[src/rtl/core/arf_pkg.sv]
// shared types, constants and microcode program of the arma residual forecast filter
package arf_pkg;

   // default limits handed to the top level, and the forecast cap of the datapath
   localparam int MAX_AR_TAPS_DEF  = 8;
   localparam int MAX_MA_TAPS_DEF  = 8;
   localparam int MAX_FORECAST_DEF = 16;
   localparam int MAX_RESULTS      = 16;

   // number formats
   localparam int VALUE_W   = 32;
   localparam int COEF_W    = 16;
   localparam int FRAC_BITS = 12;
   localparam int PROD_W    = VALUE_W + COEF_W;
   localparam int SCALED_W  = PROD_W - FRAC_BITS;

   // coefficient register layout
   localparam int COEF_SLOTS    = 8;
   localparam int COEF_IDX_W    = 3;
   localparam int COEFS_PER_REG = 4;

   // register widths
   localparam int ORDER_W     = 4;
   localparam int STEPS_W     = 5;
   localparam int CSR_DATA_W  = 64;
   localparam int CSR_INDEX_W = 3;

   typedef logic [CSR_INDEX_W-1:0] csr_index_type;

   // register indexes
   localparam csr_index_type REG_AR_ORDER       = 3'd0;
   localparam csr_index_type REG_MA_ORDER       = 3'd1;
   localparam csr_index_type REG_SERIES_MEAN    = 3'd2;
   localparam csr_index_type REG_FORECAST_STEPS = 3'd3;
   localparam csr_index_type REG_AR_COEFS_LOW   = 3'd4;
   localparam csr_index_type REG_AR_COEFS_HIGH  = 3'd5;
   localparam csr_index_type REG_MA_COEFS_LOW   = 3'd6;
   localparam csr_index_type REG_MA_COEFS_HIGH  = 3'd7;

   // configuration as seen by the datapath
   typedef struct packed {
      logic [ORDER_W-1:0]                   ar_order;
      logic [ORDER_W-1:0]                   ma_order;
      logic signed [VALUE_W-1:0]            series_mean;
      logic [STEPS_W-1:0]                   forecast_steps;
      logic [COEF_SLOTS-1:0][COEF_W-1:0]    ar_coefs;
      logic [COEF_SLOTS-1:0][COEF_W-1:0]    ma_coefs;
   } cfg_type;

   // microcode fields
   typedef enum logic [1:0] {
      SEQ_JUMP   = 2'd0,
      SEQ_BRANCH = 2'd1,
      SEQ_HOLD   = 2'd2,
      SEQ_LOOP   = 2'd3
   } seq_mode_type;

   typedef enum logic [2:0] {
      COND_ALWAYS   = 3'd0,
      COND_ACCEPT   = 3'd1,
      COND_KIND_END = 3'd2,
      COND_TAP_LEFT = 3'd3,
      COND_FC_DONE  = 3'd4,
      COND_OUT_FREE = 3'd5
   } cond_type;

   typedef enum logic [1:0] {
      ACC_HOLD   = 2'd0,
      ACC_SAMPLE = 2'd1,
      ACC_ZERO   = 2'd2
   } acc_op_type;

   typedef enum logic [1:0] {
      MAC_NONE = 2'd0,
      MAC_AR   = 2'd1,
      MAC_MA   = 2'd2
   } mac_op_type;

   typedef enum logic [1:0] {
      EMIT_NONE = 2'd0,
      EMIT_RES  = 2'd1,
      EMIT_FC   = 2'd2
   } emit_op_type;

   localparam int STEP_W = 4;
   typedef logic [STEP_W-1:0] step_type;

   // program addresses
   localparam step_type STEP_IDLE     = 4'd0;
   localparam step_type STEP_DISPATCH = 4'd1;
   localparam step_type STEP_AR       = 4'd2;
   localparam step_type STEP_MA       = 4'd3;
   localparam step_type STEP_RES      = 4'd4;
   localparam step_type STEP_FC_CHECK = 4'd5;
   localparam step_type STEP_FC_AR    = 4'd6;
   localparam step_type STEP_FC_MA    = 4'd7;
   localparam step_type STEP_FC_EMIT  = 4'd8;
   localparam step_type STEP_CLEAR    = 4'd9;
   localparam step_type STEP_LAST     = STEP_CLEAR;

   typedef struct packed {
      seq_mode_type seq;
      cond_type     cond;
      step_type     target;
      logic         take;
      acc_op_type   acc_op;
      mac_op_type   mac_op;
      logic         mac_neg;
      logic         ma_shift;
      emit_op_type  emit_op;
      logic         clear_hist;
   } ctrl_word_type;

   // datapath conditions seen by the sequencer
   typedef struct packed {
      logic req_valid;
      logic kind_end;
      logic tap_left;
      logic fc_done;
      logic out_free;
   } status_type;

   // control store
   function automatic ctrl_word_type ucode_rom(input step_type step);
      ctrl_word_type w;
      w = '0;
      unique case (step)
         STEP_IDLE: begin
            w.seq = SEQ_HOLD; w.cond = COND_ACCEPT; w.target = STEP_DISPATCH;
            w.take = 1'b1;
         end
         STEP_DISPATCH: begin
            w.seq = SEQ_BRANCH; w.cond = COND_KIND_END; w.target = STEP_FC_CHECK;
            w.acc_op = ACC_SAMPLE;
         end
         STEP_AR: begin
            w.seq = SEQ_LOOP; w.cond = COND_TAP_LEFT;
            w.mac_op = MAC_AR; w.mac_neg = 1'b1;
         end
         STEP_MA: begin
            w.seq = SEQ_LOOP; w.cond = COND_TAP_LEFT;
            w.mac_op = MAC_MA;
         end
         STEP_RES: begin
            w.seq = SEQ_HOLD; w.cond = COND_OUT_FREE; w.target = STEP_IDLE;
            w.emit_op = EMIT_RES;
         end
         STEP_FC_CHECK: begin
            w.seq = SEQ_BRANCH; w.cond = COND_FC_DONE; w.target = STEP_CLEAR;
            w.acc_op = ACC_ZERO;
         end
         STEP_FC_AR: begin
            w.seq = SEQ_LOOP; w.cond = COND_TAP_LEFT;
            w.mac_op = MAC_AR;
         end
         STEP_FC_MA: begin
            w.seq = SEQ_LOOP; w.cond = COND_TAP_LEFT;
            w.mac_op = MAC_MA; w.mac_neg = 1'b1; w.ma_shift = 1'b1;
         end
         STEP_FC_EMIT: begin
            w.seq = SEQ_HOLD; w.cond = COND_OUT_FREE; w.target = STEP_FC_CHECK;
            w.emit_op = EMIT_FC;
         end
         STEP_CLEAR: begin
            w.seq = SEQ_JUMP; w.cond = COND_ALWAYS; w.target = STEP_IDLE;
            w.clear_hist = 1'b1;
         end
         default: begin
            w.seq = SEQ_JUMP; w.cond = COND_ALWAYS; w.target = STEP_IDLE;
         end
      endcase
      return w;
   endfunction

endpackage

[src/rtl/core/arf_channels.sv]
// valid/ready channel interfaces for requests, results and register writes

interface arf_req_if;
   logic                                valid;
   logic                                ready;
   logic                                kind;
   logic signed [arf_pkg::VALUE_W-1:0]  sample_value;

   modport source (output valid, output kind, output sample_value, input ready);
   modport sink   (input valid, input kind, input sample_value, output ready);
endinterface

interface arf_rsp_if;
   logic                                valid;
   logic                                ready;
   logic                                result_kind;
   logic signed [arf_pkg::VALUE_W-1:0]  result_value;
   logic                                last;

   modport source (output valid, output result_kind, output result_value, output last,
                   input ready);
   modport sink   (input valid, input result_kind, input result_value, input last,
                   output ready);
endinterface

interface arf_csr_if;
   logic                                valid;
   logic                                ready;
   arf_pkg::csr_index_type              index;
   logic [arf_pkg::CSR_DATA_W-1:0]      data;

   modport source (output valid, output index, output data, input ready);
   modport sink   (input valid, input index, input data, output ready);
endinterface

[src/rtl/core/arma_residual_forecast_filter_unit.sv]
// top level of the arma residual forecast filter
// a sample runs dispatch, an ar walk over p taps, an ma walk over q taps and the residual
//   emit, p and q the orders in use; the next item is taken in the cycle after the emit
// an end item runs per forecast i a check, p ar taps, max(q - i, 0) ma taps and an emit
// one shared multiply-accumulate walks the taps one per cycle under the microcode program
// reset: sequencer to idle, registers to their reset values, histories empty
module arma_residual_forecast_filter_unit #(
   parameter int MAX_AR_TAPS  = arf_pkg::MAX_AR_TAPS_DEF,
   parameter int MAX_MA_TAPS  = arf_pkg::MAX_MA_TAPS_DEF,
   parameter int MAX_FORECAST = arf_pkg::MAX_FORECAST_DEF
) (
   input  logic       clock,
   input  logic       reset,
   arf_req_if.sink    req_chan,
   arf_rsp_if.source  rsp_chan,
   arf_csr_if.sink    csr_chan
);

   arf_pkg::cfg_type       cfg;
   arf_pkg::ctrl_word_type ctrl;
   arf_pkg::status_type    status;

   // configuration registers
   arf_csr_regs u_csr (
      .clock     (clock),
      .reset     (reset),
      .csr_valid (csr_chan.valid),
      .csr_index (csr_chan.index),
      .csr_data  (csr_chan.data),
      .csr_ready (csr_chan.ready),
      .cfg       (cfg)
   );

   // microcode sequencer
   arf_sequencer u_seq (
      .clock  (clock),
      .reset  (reset),
      .status (status),
      .ctrl   (ctrl)
   );

   // datapath
   arf_datapath #(
      .MAX_AR_TAPS  (MAX_AR_TAPS),
      .MAX_MA_TAPS  (MAX_MA_TAPS),
      .MAX_FORECAST (MAX_FORECAST)
   ) u_dp (
      .clock            (clock),
      .reset            (reset),
      .ctrl             (ctrl),
      .cfg              (cfg),
      .req_valid        (req_chan.valid),
      .req_kind         (req_chan.kind),
      .req_sample_value (req_chan.sample_value),
      .req_ready        (req_chan.ready),
      .rsp_ready        (rsp_chan.ready),
      .rsp_valid        (rsp_chan.valid),
      .rsp_result_kind  (rsp_chan.result_kind),
      .rsp_result_value (rsp_chan.result_value),
      .rsp_last         (rsp_chan.last),
      .status           (status)
   );

endmodule

[src/rtl/core/arf_csr_regs.sv]
// configuration register file with write decode
module arf_csr_regs (
   input  logic                           clock,
   input  logic                           reset,
   input  logic                           csr_valid,
   input  arf_pkg::csr_index_type         csr_index,
   input  logic [arf_pkg::CSR_DATA_W-1:0] csr_data,
   output logic                           csr_ready,
   output arf_pkg::cfg_type               cfg
);

   // reset values: one ar tap, everything else zero
   localparam arf_pkg::cfg_type CFG_RESET = arf_pkg::cfg_type'({
      arf_pkg::ORDER_W'(1),
      {($bits(arf_pkg::cfg_type) - arf_pkg::ORDER_W){1'b0}}
   });

   arf_pkg::cfg_type cfg_ff;
   arf_pkg::cfg_type cfg_in;
   logic             write_en;

   // writes are always taken
   assign csr_ready = 1'b1;
   assign write_en  = csr_valid;

   // register write decode
   always_comb begin
      cfg_in = cfg_ff;
      if (write_en) begin
         case (csr_index)
            arf_pkg::REG_AR_ORDER:
               cfg_in.ar_order = csr_data[arf_pkg::ORDER_W-1:0];
            arf_pkg::REG_MA_ORDER:
               cfg_in.ma_order = csr_data[arf_pkg::ORDER_W-1:0];
            arf_pkg::REG_SERIES_MEAN:
               cfg_in.series_mean = csr_data[arf_pkg::VALUE_W-1:0];
            arf_pkg::REG_FORECAST_STEPS:
               cfg_in.forecast_steps = csr_data[arf_pkg::STEPS_W-1:0];
            arf_pkg::REG_AR_COEFS_LOW:
               cfg_in.ar_coefs[arf_pkg::COEFS_PER_REG-1:0] = csr_data;
            arf_pkg::REG_AR_COEFS_HIGH:
               cfg_in.ar_coefs[arf_pkg::COEF_SLOTS-1:arf_pkg::COEFS_PER_REG] = csr_data;
            arf_pkg::REG_MA_COEFS_LOW:
               cfg_in.ma_coefs[arf_pkg::COEFS_PER_REG-1:0] = csr_data;
            arf_pkg::REG_MA_COEFS_HIGH:
               cfg_in.ma_coefs[arf_pkg::COEF_SLOTS-1:arf_pkg::COEFS_PER_REG] = csr_data;
            default: cfg_in = cfg_ff;
         endcase
      end
   end

   // register storage
   always_ff @(posedge clock) begin
      if (reset) begin
         cfg_ff <= CFG_RESET;
      end else begin
         cfg_ff <= cfg_in;
      end
   end

   assign cfg = cfg_ff;

endmodule

[src/rtl/core/arf_sequencer.sv]
// microcode sequencer: program counter, control store lookup and jumps
module arf_sequencer (
   input  logic                   clock,
   input  logic                   reset,
   input  arf_pkg::status_type    status,
   output arf_pkg::ctrl_word_type ctrl
);

   arf_pkg::step_type pc_ff;
   arf_pkg::step_type pc_in;
   logic              cond_met;

   // fetch the control word of the current step
   assign ctrl = arf_pkg::ucode_rom(pc_ff);

   // condition select
   always_comb begin
      unique case (ctrl.cond)
         arf_pkg::COND_ALWAYS:   cond_met = 1'b1;
         arf_pkg::COND_ACCEPT:   cond_met = status.req_valid;
         arf_pkg::COND_KIND_END: cond_met = status.kind_end;
         arf_pkg::COND_TAP_LEFT: cond_met = status.tap_left;
         arf_pkg::COND_FC_DONE:  cond_met = status.fc_done;
         arf_pkg::COND_OUT_FREE: cond_met = status.out_free;
         default:                cond_met = 1'b1;
      endcase
   end

   // next step
   always_comb begin
      unique case (ctrl.seq)
         arf_pkg::SEQ_JUMP:   pc_in = ctrl.target;
         arf_pkg::SEQ_BRANCH: pc_in = cond_met ? ctrl.target : pc_ff + arf_pkg::STEP_W'(1);
         arf_pkg::SEQ_HOLD:   pc_in = cond_met ? ctrl.target : pc_ff;
         arf_pkg::SEQ_LOOP:   pc_in = cond_met ? pc_ff : pc_ff + arf_pkg::STEP_W'(1);
         default:             pc_in = arf_pkg::STEP_IDLE;
      endcase
   end

   always_ff @(posedge clock) begin
      if (reset) begin
         pc_ff <= arf_pkg::STEP_IDLE;
      end else begin
         pc_ff <= pc_in;
      end
   end

   // program counter stays inside the program
   a_pc_range: assert property (@(posedge clock) disable iff (reset)
      pc_ff <= arf_pkg::STEP_LAST)
      else $error("sequencer left the program");

   // a transfer in the idle step always goes to dispatch
   a_accept_dispatch: assert property (@(posedge clock) disable iff (reset)
      (pc_ff == arf_pkg::STEP_IDLE && status.req_valid) |=>
      (pc_ff == arf_pkg::STEP_DISPATCH))
      else $error("accepted item not dispatched");

endmodule

[src/rtl/core/arf_datapath.sv]
// datapath: histories, shared multiply-accumulate, saturation and result register
module arf_datapath #(
   parameter int MAX_AR_TAPS  = arf_pkg::MAX_AR_TAPS_DEF,
   parameter int MAX_MA_TAPS  = arf_pkg::MAX_MA_TAPS_DEF,
   parameter int MAX_FORECAST = arf_pkg::MAX_FORECAST_DEF
) (
   input  logic                                clock,
   input  logic                                reset,
   input  arf_pkg::ctrl_word_type              ctrl,
   input  arf_pkg::cfg_type                    cfg,
   input  logic                                req_valid,
   input  logic                                req_kind,
   input  logic signed [arf_pkg::VALUE_W-1:0]  req_sample_value,
   output logic                                req_ready,
   input  logic                                rsp_ready,
   output logic                                rsp_valid,
   output logic                                rsp_result_kind,
   output logic signed [arf_pkg::VALUE_W-1:0]  rsp_result_value,
   output logic                                rsp_last,
   output arf_pkg::status_type                 status
);

   localparam int VW       = arf_pkg::VALUE_W;
   localparam int TAP_MAX  = (MAX_AR_TAPS > MAX_MA_TAPS) ? MAX_AR_TAPS : MAX_MA_TAPS;
   localparam int FC_LIMIT = (MAX_FORECAST < arf_pkg::MAX_RESULTS) ?
                             MAX_FORECAST : arf_pkg::MAX_RESULTS;
   localparam int TAP_CALC = $clog2(TAP_MAX + FC_LIMIT + 1);
   localparam int TAP_W    = (TAP_CALC > 5) ? TAP_CALC : 5;
   localparam int FC_W     = $clog2(FC_LIMIT + 1);
   localparam int AR_SEEN_W = $clog2(MAX_AR_TAPS + 1);
   localparam int MA_SEEN_W = $clog2(MAX_MA_TAPS + 1);
   localparam int AR_IDX_W = (MAX_AR_TAPS > 1) ? $clog2(MAX_AR_TAPS) : 1;
   localparam int MA_IDX_W = (MAX_MA_TAPS > 1) ? $clog2(MAX_MA_TAPS) : 1;
   localparam int SW       = arf_pkg::SCALED_W;
   localparam int ACC_W    = SW + $clog2(MAX_AR_TAPS + MAX_MA_TAPS + 1) + 1;

   // item registers
   logic                   kind_ff, kind_in;
   logic signed [VW-1:0]   sample_ff, sample_in;

   // histories, lag 1 first
   logic signed [VW-1:0]   sample_hist_ff [MAX_AR_TAPS];
   logic signed [VW-1:0]   sample_hist_in [MAX_AR_TAPS];
   logic signed [VW-1:0]   resid_hist_ff  [MAX_MA_TAPS];
   logic signed [VW-1:0]   resid_hist_in  [MAX_MA_TAPS];
   logic [AR_SEEN_W-1:0]   ar_seen_ff, ar_seen_in;
   logic [MA_SEEN_W-1:0]   ma_seen_ff, ma_seen_in;

   // loop counters
   logic [TAP_W-1:0]       tap_cnt_ff, tap_cnt_in;
   logic [FC_W-1:0]        fc_cnt_ff, fc_cnt_in;

   // multiply-accumulate
   logic signed [SW-1:0]    prod_ff, prod_in;
   logic                    prod_vld_ff, prod_vld_in;
   logic                    prod_neg_ff, prod_neg_in;
   logic signed [ACC_W-1:0] acc_ff, acc_in;

   // result register
   logic                   rsp_valid_ff, rsp_valid_in;
   logic                   rsp_kind_ff, rsp_kind_in;
   logic signed [VW-1:0]   rsp_value_ff, rsp_value_in;
   logic                   rsp_last_ff, rsp_last_in;

   logic                   accept;
   logic                   out_free;
   logic                   emit_fire;
   logic                   tap_left;
   logic [TAP_W-1:0]       ar_ord_ext, ma_ord_ext;
   logic [TAP_W-1:0]       p_lim, q_lim;
   logic [FC_W-1:0]        n_lim;
   logic [TAP_W-1:0]       tap_idx;
   logic signed [VW-1:0]   ar_lag, ma_lag, mul_a;
   logic signed [arf_pkg::COEF_W-1:0] ar_coef, ma_coef, mul_b;
   logic signed [arf_pkg::PROD_W-1:0] product;
   logic signed [ACC_W-1:0] prod_ext, sample_ext;
   logic [ACC_W-VW:0]      acc_top;
   logic signed [VW-1:0]   sat_value;

   // handshake
   assign req_ready = ctrl.take;
   assign accept    = req_valid && ctrl.take;
   assign out_free  = !rsp_valid_ff || rsp_ready;
   assign emit_fire = (ctrl.emit_op != arf_pkg::EMIT_NONE) && out_free;

   // orders and forecast count limited to the hardware
   assign ar_ord_ext = TAP_W'(cfg.ar_order);
   assign ma_ord_ext = TAP_W'(cfg.ma_order);
   assign p_lim = (ar_ord_ext > TAP_W'(MAX_AR_TAPS)) ? TAP_W'(MAX_AR_TAPS) : ar_ord_ext;
   assign q_lim = (ma_ord_ext > TAP_W'(MAX_MA_TAPS)) ? TAP_W'(MAX_MA_TAPS) : ma_ord_ext;
   assign n_lim = (cfg.forecast_steps > arf_pkg::STEPS_W'(FC_LIMIT)) ?
                  FC_W'(FC_LIMIT) : FC_W'(cfg.forecast_steps);

   // tap walk; forecast ma taps start at the forecast index
   assign tap_idx = tap_cnt_ff + (ctrl.ma_shift ? TAP_W'(fc_cnt_ff) : '0);

   always_comb begin
      unique case (ctrl.mac_op)
         arf_pkg::MAC_AR: tap_left = tap_cnt_ff < p_lim;
         arf_pkg::MAC_MA: tap_left = tap_idx < q_lim;
         default:         tap_left = 1'b0;
      endcase
   end

   // operand select: missing ar lags read as the mean, missing ma lags as zero
   assign ar_lag = (tap_cnt_ff < TAP_W'(ar_seen_ff)) ?
                   sample_hist_ff[tap_cnt_ff[AR_IDX_W-1:0]] : cfg.series_mean;
   assign ma_lag = (tap_cnt_ff < TAP_W'(ma_seen_ff)) ?
                   resid_hist_ff[tap_cnt_ff[MA_IDX_W-1:0]] : '0;
   assign ar_coef = (tap_cnt_ff < TAP_W'(arf_pkg::COEF_SLOTS)) ?
                    cfg.ar_coefs[tap_cnt_ff[arf_pkg::COEF_IDX_W-1:0]] : '0;
   assign ma_coef = (tap_idx < TAP_W'(arf_pkg::COEF_SLOTS)) ?
                    cfg.ma_coefs[tap_idx[arf_pkg::COEF_IDX_W-1:0]] : '0;
   assign mul_a   = (ctrl.mac_op == arf_pkg::MAC_MA) ? ma_lag : ar_lag;
   assign mul_b   = (ctrl.mac_op == arf_pkg::MAC_MA) ? ma_coef : ar_coef;

   // product with a q4.12 coefficient floored back to the value scale by dropping fraction bits
   assign product     = mul_a * mul_b;
   assign prod_in     = product[arf_pkg::PROD_W-1:arf_pkg::FRAC_BITS];
   assign prod_vld_in = tap_left;
   assign prod_neg_in = ctrl.mac_neg;
   assign tap_cnt_in  = tap_left ? tap_cnt_ff + TAP_W'(1) : '0;

   // accumulator
   assign prod_ext   = {{(ACC_W-SW){prod_ff[SW-1]}}, prod_ff};
   assign sample_ext = {{(ACC_W-VW){sample_ff[VW-1]}}, sample_ff};

   always_comb begin
      unique case (ctrl.acc_op)
         arf_pkg::ACC_SAMPLE: acc_in = sample_ext;
         arf_pkg::ACC_ZERO:   acc_in = '0;
         default: begin
            if (prod_vld_ff) begin
               acc_in = prod_neg_ff ? acc_ff - prod_ext : acc_ff + prod_ext;
            end else begin
               acc_in = acc_ff;
            end
         end
      endcase
   end

   // saturate to 32 bits
   assign acc_top = acc_ff[ACC_W-1:VW-1];
   always_comb begin
      if ((&acc_top) || !(|acc_top)) begin
         sat_value = acc_ff[VW-1:0];
      end else if (acc_ff[ACC_W-1]) begin
         sat_value = {1'b1, {(VW-1){1'b0}}};
      end else begin
         sat_value = {1'b0, {(VW-1){1'b1}}};
      end
   end

   // item capture and forecast counter
   assign kind_in   = accept ? req_kind : kind_ff;
   assign sample_in = accept ? req_sample_value : sample_ff;

   always_comb begin
      if (accept) begin
         fc_cnt_in = '0;
      end else if (emit_fire && ctrl.emit_op == arf_pkg::EMIT_FC) begin
         fc_cnt_in = fc_cnt_ff + FC_W'(1);
      end else begin
         fc_cnt_in = fc_cnt_ff;
      end
   end

   // history update: residual pushes sample and residual, forecast pushes itself
   always_comb begin
      sample_hist_in = sample_hist_ff;
      resid_hist_in  = resid_hist_ff;
      ar_seen_in     = ar_seen_ff;
      ma_seen_in     = ma_seen_ff;
      if (ctrl.clear_hist) begin
         ar_seen_in = '0;
         ma_seen_in = '0;
      end else if (emit_fire) begin
         for (int i = MAX_AR_TAPS - 1; i > 0; i--) begin
            sample_hist_in[i] = sample_hist_ff[i-1];
         end
         if (ar_seen_ff < AR_SEEN_W'(MAX_AR_TAPS)) begin
            ar_seen_in = ar_seen_ff + AR_SEEN_W'(1);
         end
         if (ctrl.emit_op == arf_pkg::EMIT_RES) begin
            sample_hist_in[0] = sample_ff;
            for (int i = MAX_MA_TAPS - 1; i > 0; i--) begin
               resid_hist_in[i] = resid_hist_ff[i-1];
            end
            resid_hist_in[0] = sat_value;
            if (ma_seen_ff < MA_SEEN_W'(MAX_MA_TAPS)) begin
               ma_seen_in = ma_seen_ff + MA_SEEN_W'(1);
            end
         end else begin
            sample_hist_in[0] = sat_value;
         end
      end
   end

   // result register, freed by a transfer
   always_comb begin
      rsp_valid_in = rsp_valid_ff;
      rsp_kind_in  = rsp_kind_ff;
      rsp_value_in = rsp_value_ff;
      rsp_last_in  = rsp_last_ff;
      if (emit_fire) begin
         rsp_valid_in = 1'b1;
         rsp_kind_in  = (ctrl.emit_op == arf_pkg::EMIT_FC);
         rsp_value_in = sat_value;
         rsp_last_in  = (ctrl.emit_op == arf_pkg::EMIT_RES) ||
                        ({1'b0, fc_cnt_ff} + (FC_W+1)'(1) == {1'b0, n_lim});
      end else if (rsp_ready) begin
         rsp_valid_in = 1'b0;
      end
   end

   // control registers
   always_ff @(posedge clock) begin
      if (reset) begin
         ar_seen_ff   <= '0;
         ma_seen_ff   <= '0;
         tap_cnt_ff   <= '0;
         fc_cnt_ff    <= '0;
         prod_vld_ff  <= 1'b0;
         rsp_valid_ff <= 1'b0;
      end else begin
         ar_seen_ff   <= ar_seen_in;
         ma_seen_ff   <= ma_seen_in;
         tap_cnt_ff   <= tap_cnt_in;
         fc_cnt_ff    <= fc_cnt_in;
         prod_vld_ff  <= prod_vld_in;
         rsp_valid_ff <= rsp_valid_in;
      end
   end

   // payload registers
   always_ff @(posedge clock) begin
      kind_ff        <= kind_in;
      sample_ff      <= sample_in;
      sample_hist_ff <= sample_hist_in;
      resid_hist_ff  <= resid_hist_in;
      prod_ff        <= prod_in;
      prod_neg_ff    <= prod_neg_in;
      acc_ff         <= acc_in;
      rsp_kind_ff    <= rsp_kind_in;
      rsp_value_ff   <= rsp_value_in;
      rsp_last_ff    <= rsp_last_in;
   end

   assign rsp_valid        = rsp_valid_ff;
   assign rsp_result_kind  = rsp_kind_ff;
   assign rsp_result_value = rsp_value_ff;
   assign rsp_last         = rsp_last_ff;

   // conditions for the sequencer
   always_comb begin
      status.req_valid = req_valid;
      status.kind_end  = kind_ff;
      status.tap_left  = tap_left;
      status.fc_done   = fc_cnt_ff >= n_lim;
      status.out_free  = out_free;
   end

   // history fill counts never pass the history depth
   a_seen_range: assert property (@(posedge clock) disable iff (reset)
      (ar_seen_ff <= AR_SEEN_W'(MAX_AR_TAPS)) && (ma_seen_ff <= MA_SEEN_W'(MAX_MA_TAPS)))
      else $error("history fill count out of range");

   // a result is only taken once the last product has been summed
   a_emit_drained: assert property (@(posedge clock) disable iff (reset)
      emit_fire |-> !prod_vld_ff)
      else $error("result emitted with a product still pending");

   // forecast ma taps are walked only for forecasts that are due
   a_fc_in_range: assert property (@(posedge clock) disable iff (reset)
      (ctrl.ma_shift && tap_left) |-> (fc_cnt_ff < n_lim))
      else $error("forecast index beyond the forecast count");

endmodule
[src/flat_wrapper.sv]
// flat-port wrapper written by rule: the top's interface ports become plain ports
module arma_residual_forecast_filter_unit_flat 
#(
   parameter int MAX_AR_TAPS  = arf_pkg::MAX_AR_TAPS_DEF,
   parameter int MAX_MA_TAPS  = arf_pkg::MAX_MA_TAPS_DEF,
   parameter int MAX_FORECAST = arf_pkg::MAX_FORECAST_DEF
)
  (clock, reset, req_chan_valid, req_chan_kind, req_chan_sample_value, req_chan_ready, rsp_chan_valid, rsp_chan_result_kind, rsp_chan_result_value, rsp_chan_last, rsp_chan_ready, csr_chan_valid, csr_chan_index, csr_chan_data, csr_chan_ready);
  arf_req_if req_chan_i ();
  arf_rsp_if rsp_chan_i ();
  arf_csr_if csr_chan_i ();
  input  logic clock;
  input  logic reset;
  input wire logic [$bits(req_chan_i.valid)-1:0] req_chan_valid;
  input wire logic [$bits(req_chan_i.kind)-1:0] req_chan_kind;
  input wire logic [$bits(req_chan_i.sample_value)-1:0] req_chan_sample_value;
  output wire logic [$bits(req_chan_i.ready)-1:0] req_chan_ready;
  output wire logic [$bits(rsp_chan_i.valid)-1:0] rsp_chan_valid;
  output wire logic [$bits(rsp_chan_i.result_kind)-1:0] rsp_chan_result_kind;
  output wire logic [$bits(rsp_chan_i.result_value)-1:0] rsp_chan_result_value;
  output wire logic [$bits(rsp_chan_i.last)-1:0] rsp_chan_last;
  input wire logic [$bits(rsp_chan_i.ready)-1:0] rsp_chan_ready;
  input wire logic [$bits(csr_chan_i.valid)-1:0] csr_chan_valid;
  input wire logic [$bits(csr_chan_i.index)-1:0] csr_chan_index;
  input wire logic [$bits(csr_chan_i.data)-1:0] csr_chan_data;
  output wire logic [$bits(csr_chan_i.ready)-1:0] csr_chan_ready;
  assign req_chan_i.valid = req_chan_valid;
  assign req_chan_i.kind = req_chan_kind;
  assign req_chan_i.sample_value = req_chan_sample_value;
  assign req_chan_ready = req_chan_i.ready;
  assign rsp_chan_valid = rsp_chan_i.valid;
  assign rsp_chan_result_kind = rsp_chan_i.result_kind;
  assign rsp_chan_result_value = rsp_chan_i.result_value;
  assign rsp_chan_last = rsp_chan_i.last;
  assign rsp_chan_i.ready = rsp_chan_ready;
  assign csr_chan_i.valid = csr_chan_valid;
  assign csr_chan_i.index = csr_chan_index;
  assign csr_chan_i.data = csr_chan_data;
  assign csr_chan_ready = csr_chan_i.ready;
  arma_residual_forecast_filter_unit #(.MAX_AR_TAPS(MAX_AR_TAPS), .MAX_MA_TAPS(MAX_MA_TAPS), .MAX_FORECAST(MAX_FORECAST)) u_core (.clock(clock), .reset(reset), .req_chan(req_chan_i), .rsp_chan(rsp_chan_i), .csr_chan(csr_chan_i));
endmodule
[config.mk]
export PLATFORM = sky130hd
export DESIGN_NAME = arma_residual_forecast_filter_unit_flat
export DESIGN_NICKNAME = d
export VERILOG_FILES = /design/src/rtl/core/arf_pkg.sv /design/src/rtl/core/arf_channels.sv /design/src/rtl/core/arma_residual_forecast_filter_unit.sv /design/src/rtl/core/arf_csr_regs.sv /design/src/rtl/core/arf_sequencer.sv /design/src/rtl/core/arf_datapath.sv /design/src/flat_wrapper.sv
export SDC_FILE = /design/constraint.sdc
export NUM_CORES = 2
export LEC_CHECK = 0
export BUFFER_PORTS_ARGS = -buffer_cell sky130_fd_sc_hd__buf_2
export CORE_MARGIN = 5
export CORE_UTILIZATION = 49
export CTS_BUF_LIST = sky130_fd_sc_hd__clkbuf_4 sky130_fd_sc_hd__clkbuf_8 sky130_fd_sc_hd__clkbuf_16
export CTS_CLUSTER_DIAMETER = 200
export DETAILED_ROUTE_END_ITERATION = 8
export HOLD_SLACK_MARGIN = 0.12
export PLACE_DENSITY = 0.67
export SLEW_MARGIN = 5
export SYNTH_ARGS = -nofsm -noshare
export SYNTH_HDL_FRONTEND = slang
export SYNTH_SLANG_ARGS = --single-unit
[constraint.sdc]
create_clock -name clock -period 18.66 [get_ports clock]
set_input_delay 0.933 -clock clock [delete_from_list [all_inputs] [get_ports clock]]
set_output_delay 0.933 -clock clock [all_outputs]
set_load 0.005 [all_outputs]
# Word level (Yosys, flattened, before mapping)
# Index checks and enable logic that the tools add are counted.
# totals
reg_bits,983
output_inout_bits,37
elab_cells,193
# op_classes
addsub,9
mul,1
n_lt_le_gt_ge,15
eq_ne,33
n_mux,43
bitwise,3
reduce_logical,38
# ops
operator,count
2-to-1 mux 32 bit,10
binary-select mux 32 bit (select 3 bit),2
binary-select mux 16 bit (select 3 bit),2
2-to-1 mux 42 bit,2
one-hot mux 42 bit (2 select lines),1
2-to-1 mux 16 bit,5
multiplier 32 x 16 -> 48 bit,1
adder 42 x 36 -> 42 bit,1
subtractor 42 x 36 -> 42 bit,1
one-hot mux 5 bit (5 select lines),1
AND reduction 2 bit,11
less-than comparator 5 x 4 -> 1 bit,4
2-to-1 mux 4 bit,5
"== test 3 bit, second input constant",6
"== test 4 x 3 -> 1 bit, second input constant",4
one-hot mux 4 bit (4 select lines),1
OR reduction 2 bit,8
"adder 4 x 1 -> 4 bit, second input constant",3
"== test 3 x 2 -> 1 bit, second input constant",4
one-hot mux 2 bit (2 select lines),3
one-hot mux 4 bit (3 select lines),1
AND reduction 11 bit,1
OR reduction 11 bit,1
"adder 5 x 1 -> 5 bit, second input constant",2
other kinds (33),62

# Longest topological paths before layout
# logic_depth
word_depth,9
depth_mapped,39

# By module
# Synthesis repeated with hierarchy kept, for this count alone.
# unflattened
hier_cells,5074
hier_area_um2,60939.7
# by_module_without_submodules
mod,n_inst,cells_each,area_each_um2
arf_datapath,1,3922,48403.9
arf_csr_regs,1,1062,11850.1
arf_sequencer,1,90,685.7

# Least setup slack after synthesis
# No wires, ideal clock.
# synth_timing
path_kind,register to register
from,register u_core.u_seq.pc_ff[2]
to,register u_core.u_dp.resid_hist_ff[0] (netlist bit) (enable)
arrival_ps,18774
required_time_ps,17474
slack_ps,-1300
stages_incl_launch_ff,6
n_path_buf,2
synth_period_minus_slack_ps,19960
cell_sequence,dfxtp_1 > clkbuf_1 > nor2b_1 > nand2_1 > clkbuf_1 > nor3_1
# synth_between
elab_chain_len,5
# synth_rtl
element,line,source
"start, declared",arf_sequencer.sv:9,arf_pkg::step_type pc_ff;
"start signal, assigned",arf_sequencer.sv:42,pc_ff <= arf_pkg::STEP_IDLE;
"start signal, assigned",arf_sequencer.sv:44,pc_ff <= pc_in;
== test 4 bit or == test 4 x 3 -> 1 bit (tied branches),arf_pkg.sv:127,unique case (step)
one-hot mux 2 bit (2 select lines),arf_pkg.sv:127,
nonzero test 2 bit,arf_datapath.sv:84,assign emit_fire = (ctrl.emit_op != arf_pkg::EMIT_NONE) && out_free;
logical AND 1 bit,arf_datapath.sv:84,
AND reduction 3 bit (no source line) (*),--,
"end signal, assigned",arf_datapath.sv:240,resid_hist_ff <= resid_hist_in;
"end, declared",arf_datapath.sv:44,logic signed [VW-1:0] resid_hist_ff [MAX_MA_TAPS];
# Mark *: on every way between the ends. The rest lies on a longest branch, timed or not.
# A chain may end at the register's enable or synchronous reset.

# Worst setup path after layout
# layout_timing
from,register u_core.u_seq.pc_ff[2]
to,register u_core.u_dp.prod_ff[35]
# layout_between
elab_chain_len,9
# layout_rtl
element,line,source
== test 4 x 3 -> 1 bit,arf_pkg.sv:127,
2-to-1 mux 1 bit,arf_pkg.sv:127,
2-to-1 mux 5 bit,arf_datapath.sv:95,assign tap_idx = tap_cnt_ff + (ctrl.ma_shift ? TAP_W'(fc_cnt_ff) : '0);
adder 5 bit,arf_datapath.sv:95,
binary-select mux 16 bit (select 3 bit),arf_datapath.sv:113,cfg.ma_coefs[tap_idx[arf_pkg::COEF_IDX_W-1:0]] : '0;
2-to-1 mux 16 bit (implied by the code),arf_datapath.sv:113,
2-to-1 mux 16 bit,arf_datapath.sv:112,assign ma_coef = (tap_idx < TAP_W'(arf_pkg::COEF_SLOTS)) ?
2-to-1 mux 16 bit,arf_datapath.sv:115,assign mul_b = (ctrl.mac_op == arf_pkg::MAC_MA) ? ma_coef : ar_coef;
multiplier 32 x 16 -> 48 bit (*),arf_datapath.sv:118,assign product = mul_a * mul_b;
"named net u_core.u_dp.product, one bit",arf_datapath.sv:75,logic signed [arf_pkg::PROD_W-1:0] product;
"end signal, assigned",arf_datapath.sv:241,prod_ff <= prod_in;
"end, declared",arf_datapath.sv:54,"logic signed [SW-1:0] prod_ff, prod_in;"
# Mark *: on every way through the listed nets, which the timed path passes. The rest lies on a longest branch. The select of a mux whose other input is x is not followed.

==> metrics.txt <==
synthesized netlist net count=approximately 6100; # IOs=roughly 140; per-instance average area after synthesis=11.2 sq um; max capacitance violation total=0; number of post-CTS setup repair buffers=0; Die Area=about 0.13 sq mm; share of the synthesized area in the top cell type=a little under a third; largest fanout on the critical path=24; Synth cell types=slightly above 80; # nets final=around 6100; initial antenna violation count=6; kind of start point of the critical path=register; cell chosen for the clock root=sky130_fd_sc_hd__clkbuf_16; post-synth top area cell=sky130_fd_sc_hd__edfxtp_1; gate count of the mapped netlist=approximately 5300; post-route minimum period=between 10 and 15 ns; Worst Path Required=19.21 ns; placed wire-length estimate=111 mm; number of synthesized register bits=just under 1000; number of clock sinks=983; number of synthesized flops with an enable pin=621; number of warnings reported in the yosys synthesis log=0; Total Negative Setup Slacks=0 ns; residual DRC count=0; final-report max-slew violation count=0; slowest stage cell on the critical path=sky130_fd_sc_hd__dfxtp_1; post-layout util=between 50% and 60%; Worst-Skew Late Latency=between 0.7 and 0.8 ns; cell with the most instances after synthesis=sky130_fd_sc_hd__nand2_1; sequential share of the synthesized area=between 40 and 50%; Port-buffer cells=140; Remaining Overflow, GRT=0; status=finished, final reports clean; slew of the pin with the lowest slew margin=between 1 and 1.5 ns; Crit Path Class=reg2reg; hold bufs inserted after CTS=0; Static Leakage=between 20 and 30 nW; Vert. Die Dim=between 300 and 400 microns; TritonCTS clock tree=built; Post-Synthesis Cell Area=between 0.05 and 0.06 sq mm; worst-case headroom to the max-slew limit=between 15 and 20%; number of iterations in the first detailed-routing pass=6; final routed wirelength across all metal layers=157 mm; unrepaired setup endpoints after global routing=false; layout cell share with drive strength beyond 1=12.3%; number of buffers between clock root and the deepest sink=3; achievable clock frequency=about 97 MHz; core area=around 0.12 sq mm; Clock transition at path regs=about 0.070 ns; post-DR vias/cell=approximately 5.7; via count=40300; arrival time at the worst endpoint=roughly 11 ns; final setup violation count=0; Routed WL per cell=22.2 microns; most area-consuming cells after synthesis=sky130_fd_sc_hd__edfxtp_1, sky130_fd_sc_hd__fa_1, sky130_fd_sc_hd__dfxtp_1, sky130_fd_sc_hd__mux4_2, sky130_fd_sc_hd__nand2_1; total number of H-tree levels=3; Final Hold Violating Endpoints=0; kind of end point of the critical path=register; Clock Skew=between 0.09 and 0.1 ns; vias in the first global route=about 41000; Power Density=~130 mW/mm^2; worst-case vdd ir drop=101 uV; fin crit share=55.4%; gp weighted congestion=approximately 0.94; quantity of gates resized following cts=0; initial core utilization=49.4%; largest net degree at the start of global routing=183; CP max stage delay=0.58 ns; Die Width=roughly 360 microns; initial detailed-routing violation count=approximately 3800; top flip-flop cell by instance count after synthesis=sky130_fd_sc_hd__edfxtp_1; Routed Antenna Nets=0; share of flip-flops with an asynchronous set or reset after synthesis=0%; row cnt=approximately 130; cell occurring most often along the worst timing path=sky130_fd_sc_hd__fa_1; Tot GR Track Use=roughly 24%; wire length of the first global-routing pass=242 mm; number of buffers added by the clock tree synthesis step=102; most common library cells after synthesis=sky130_fd_sc_hd__nand2_1, sky130_fd_sc_hd__edfxtp_1, sky130_fd_sc_hd__inv_1; Min-Delay Path Class=in2reg; synthesis-to-layout area growth=10.2%
power breakdown:
part           total (mW)  internal [mW]  leakage [nW]  switching [mW]
logic                3.14           1.18          14.7            1.96
registers            3.20           2.96          8.65           0.239
clock network        2.19           1.29          1.81           0.903
stage by stage:
stage / setup WS, ns / hold WS [ns] / cells / area (sq um) / power [mW]
after global placement: 8.60 / 0.422 / 6851 / 61700 / 6.25
final: 8.33 / 0.389 / 7043 / 65400 / 8.53
after detailed placement: 8.48 / 0.427 / 6851 / 61700 / 6.31
after global routing: 7.86 / 0.343 / 7042 / 65400 / 8.98
after floorplan: 5.81 / 0.421 / 5311 / 59300 / 5.44
after CTS: 8.48 / 0.334 / 7041 / 65400 / 8.53
placed cells by master, fill, tap and decap left out, drive strengths merged, types with 18 or more instances in the layout:
master / netlist / routed
nand2: 907 / 907
edfxtp: 621 / 621
inv: 612 / 618
fa: 487 / 487
a21oi: 401 / 401
dfxtp: 362 / 362
nor2: 355 / 355
buf: 54 / 210
mux4: 192 / 192
ha: 187 / 187
o21ai: 126 / 126
clkbuf: 228 / 119
mux2i: 115 / 115
xnor2: 100 / 100
a21o: 85 / 85
clkinv: 1 / 45
nand2b: 43 / 43
mux2: 35 / 35
xor2: 35 / 35
nor3: 34 / 34
o22a: 32 / 32
o22ai: 31 / 31
nor2b: 29 / 29
nand3: 28 / 28
nand4: 22 / 22
and2: 18 / 18
layer usage:
| layer | share of wire [%] | GRT usage (%) | up-vias |
|---|---|---|---|
| met5 | 0.0083 | 0 | - |
| met4 | 4.2 | 9.53 | 2 |
| met3 | 7.6 | 4.82 | 336 |
| met2 | 48 | 40.1 | 1572 |
| met1 | 40 | 32.5 | 20400 |
| li1 | - | - | 18000 |
kinds of logic after synthesis:
logic type / after synthesis / synth area share (%)
adders and majority gates: 674 / 20.4
AOI/OAI and AO/OA: 781 / 7.82
DFF: 983 / 43.7
buffers and inverters: 895 / 5.73
and+or+nand+nor: 1500 / 10.5
muxes: 342 / 9.90
other: 1 / 0.00632
xor gates and xnor gates: 135 / 2.03
cell type report:
cell class                 count  area (sq um)
sequential                   983         25900
clock buffer                 119          2750
antenna                        2          5.00
multi-input combinational   3433         30100
fill                       10300         54800
tap                         1612          2020
timing repair buffer         210          1290
inverter                     613          2300
clock inverter                71           953
state kept, by name, indices dropped and copies added, names as in the netlist:
signal,cells
u_core.u_seq.pc_ff,4
u_core.u_dp.rsp_valid,1
u_core.u_dp.ma_seen_ff,4
u_core.u_dp.fc_cnt_ff,5
u_core.u_dp.sample_ff,32
u_core.u_dp.kind_ff,1
u_core.u_dp.ar_seen_ff,4
u_core.u_dp.sample_hist_ff,256
u_core.u_dp.prod_ff,36
u_core.u_dp.rsp_last,1
u_core.u_dp.tap_cnt_ff,5
u_core.u_dp.resid_hist_ff,256
u_core.u_dp.rsp_result_value,32
u_core.u_dp.prod_neg_ff,1
u_core.u_csr.cfg,301
u_core.u_dp.prod_vld_ff,1
u_core.u_dp.acc_ff,42
u_core.u_dp.rsp_result_kind,1
critical path: cells and delay by family (launching register included):
family	cells	cell delay [ns]
flops	1	0.58
xor+xnor	1	0.12
buf+inv	3	0.97
mux	1	0.36
compound gates	10	2.44
fa+ha+maj	9	3.77
simple gates	7	1.97
final timing paths:
kind / slack [ns] / endpoint / cells after the start / start
setup / recovery: 8.33 / u_core.u_dp.prod_ff[35]$_DFF_P_ / 31 / u_core.u_seq.pc_ff[2]$_SDFFE_PP0P_
hold / removal: 0.39 / u_core.u_dp.sample_ff[28]$_DFFE_PP_ / 1 / req_chan_sample_value[28]
setup reg to reg: 8.33 / u_core.u_dp.prod_ff[35]$_DFF_P_ / 31 / u_core.u_seq.pc_ff[2]$_SDFFE_PP0P_
hold reg to reg: 0.40 / u_core.u_dp.resid_hist_ff[55]$_DFFE_PP_ / 0 / u_core.u_dp.resid_hist_ff[87]$_DFFE_PP_
Note: power is estimated with default switching activity, not from simulation.
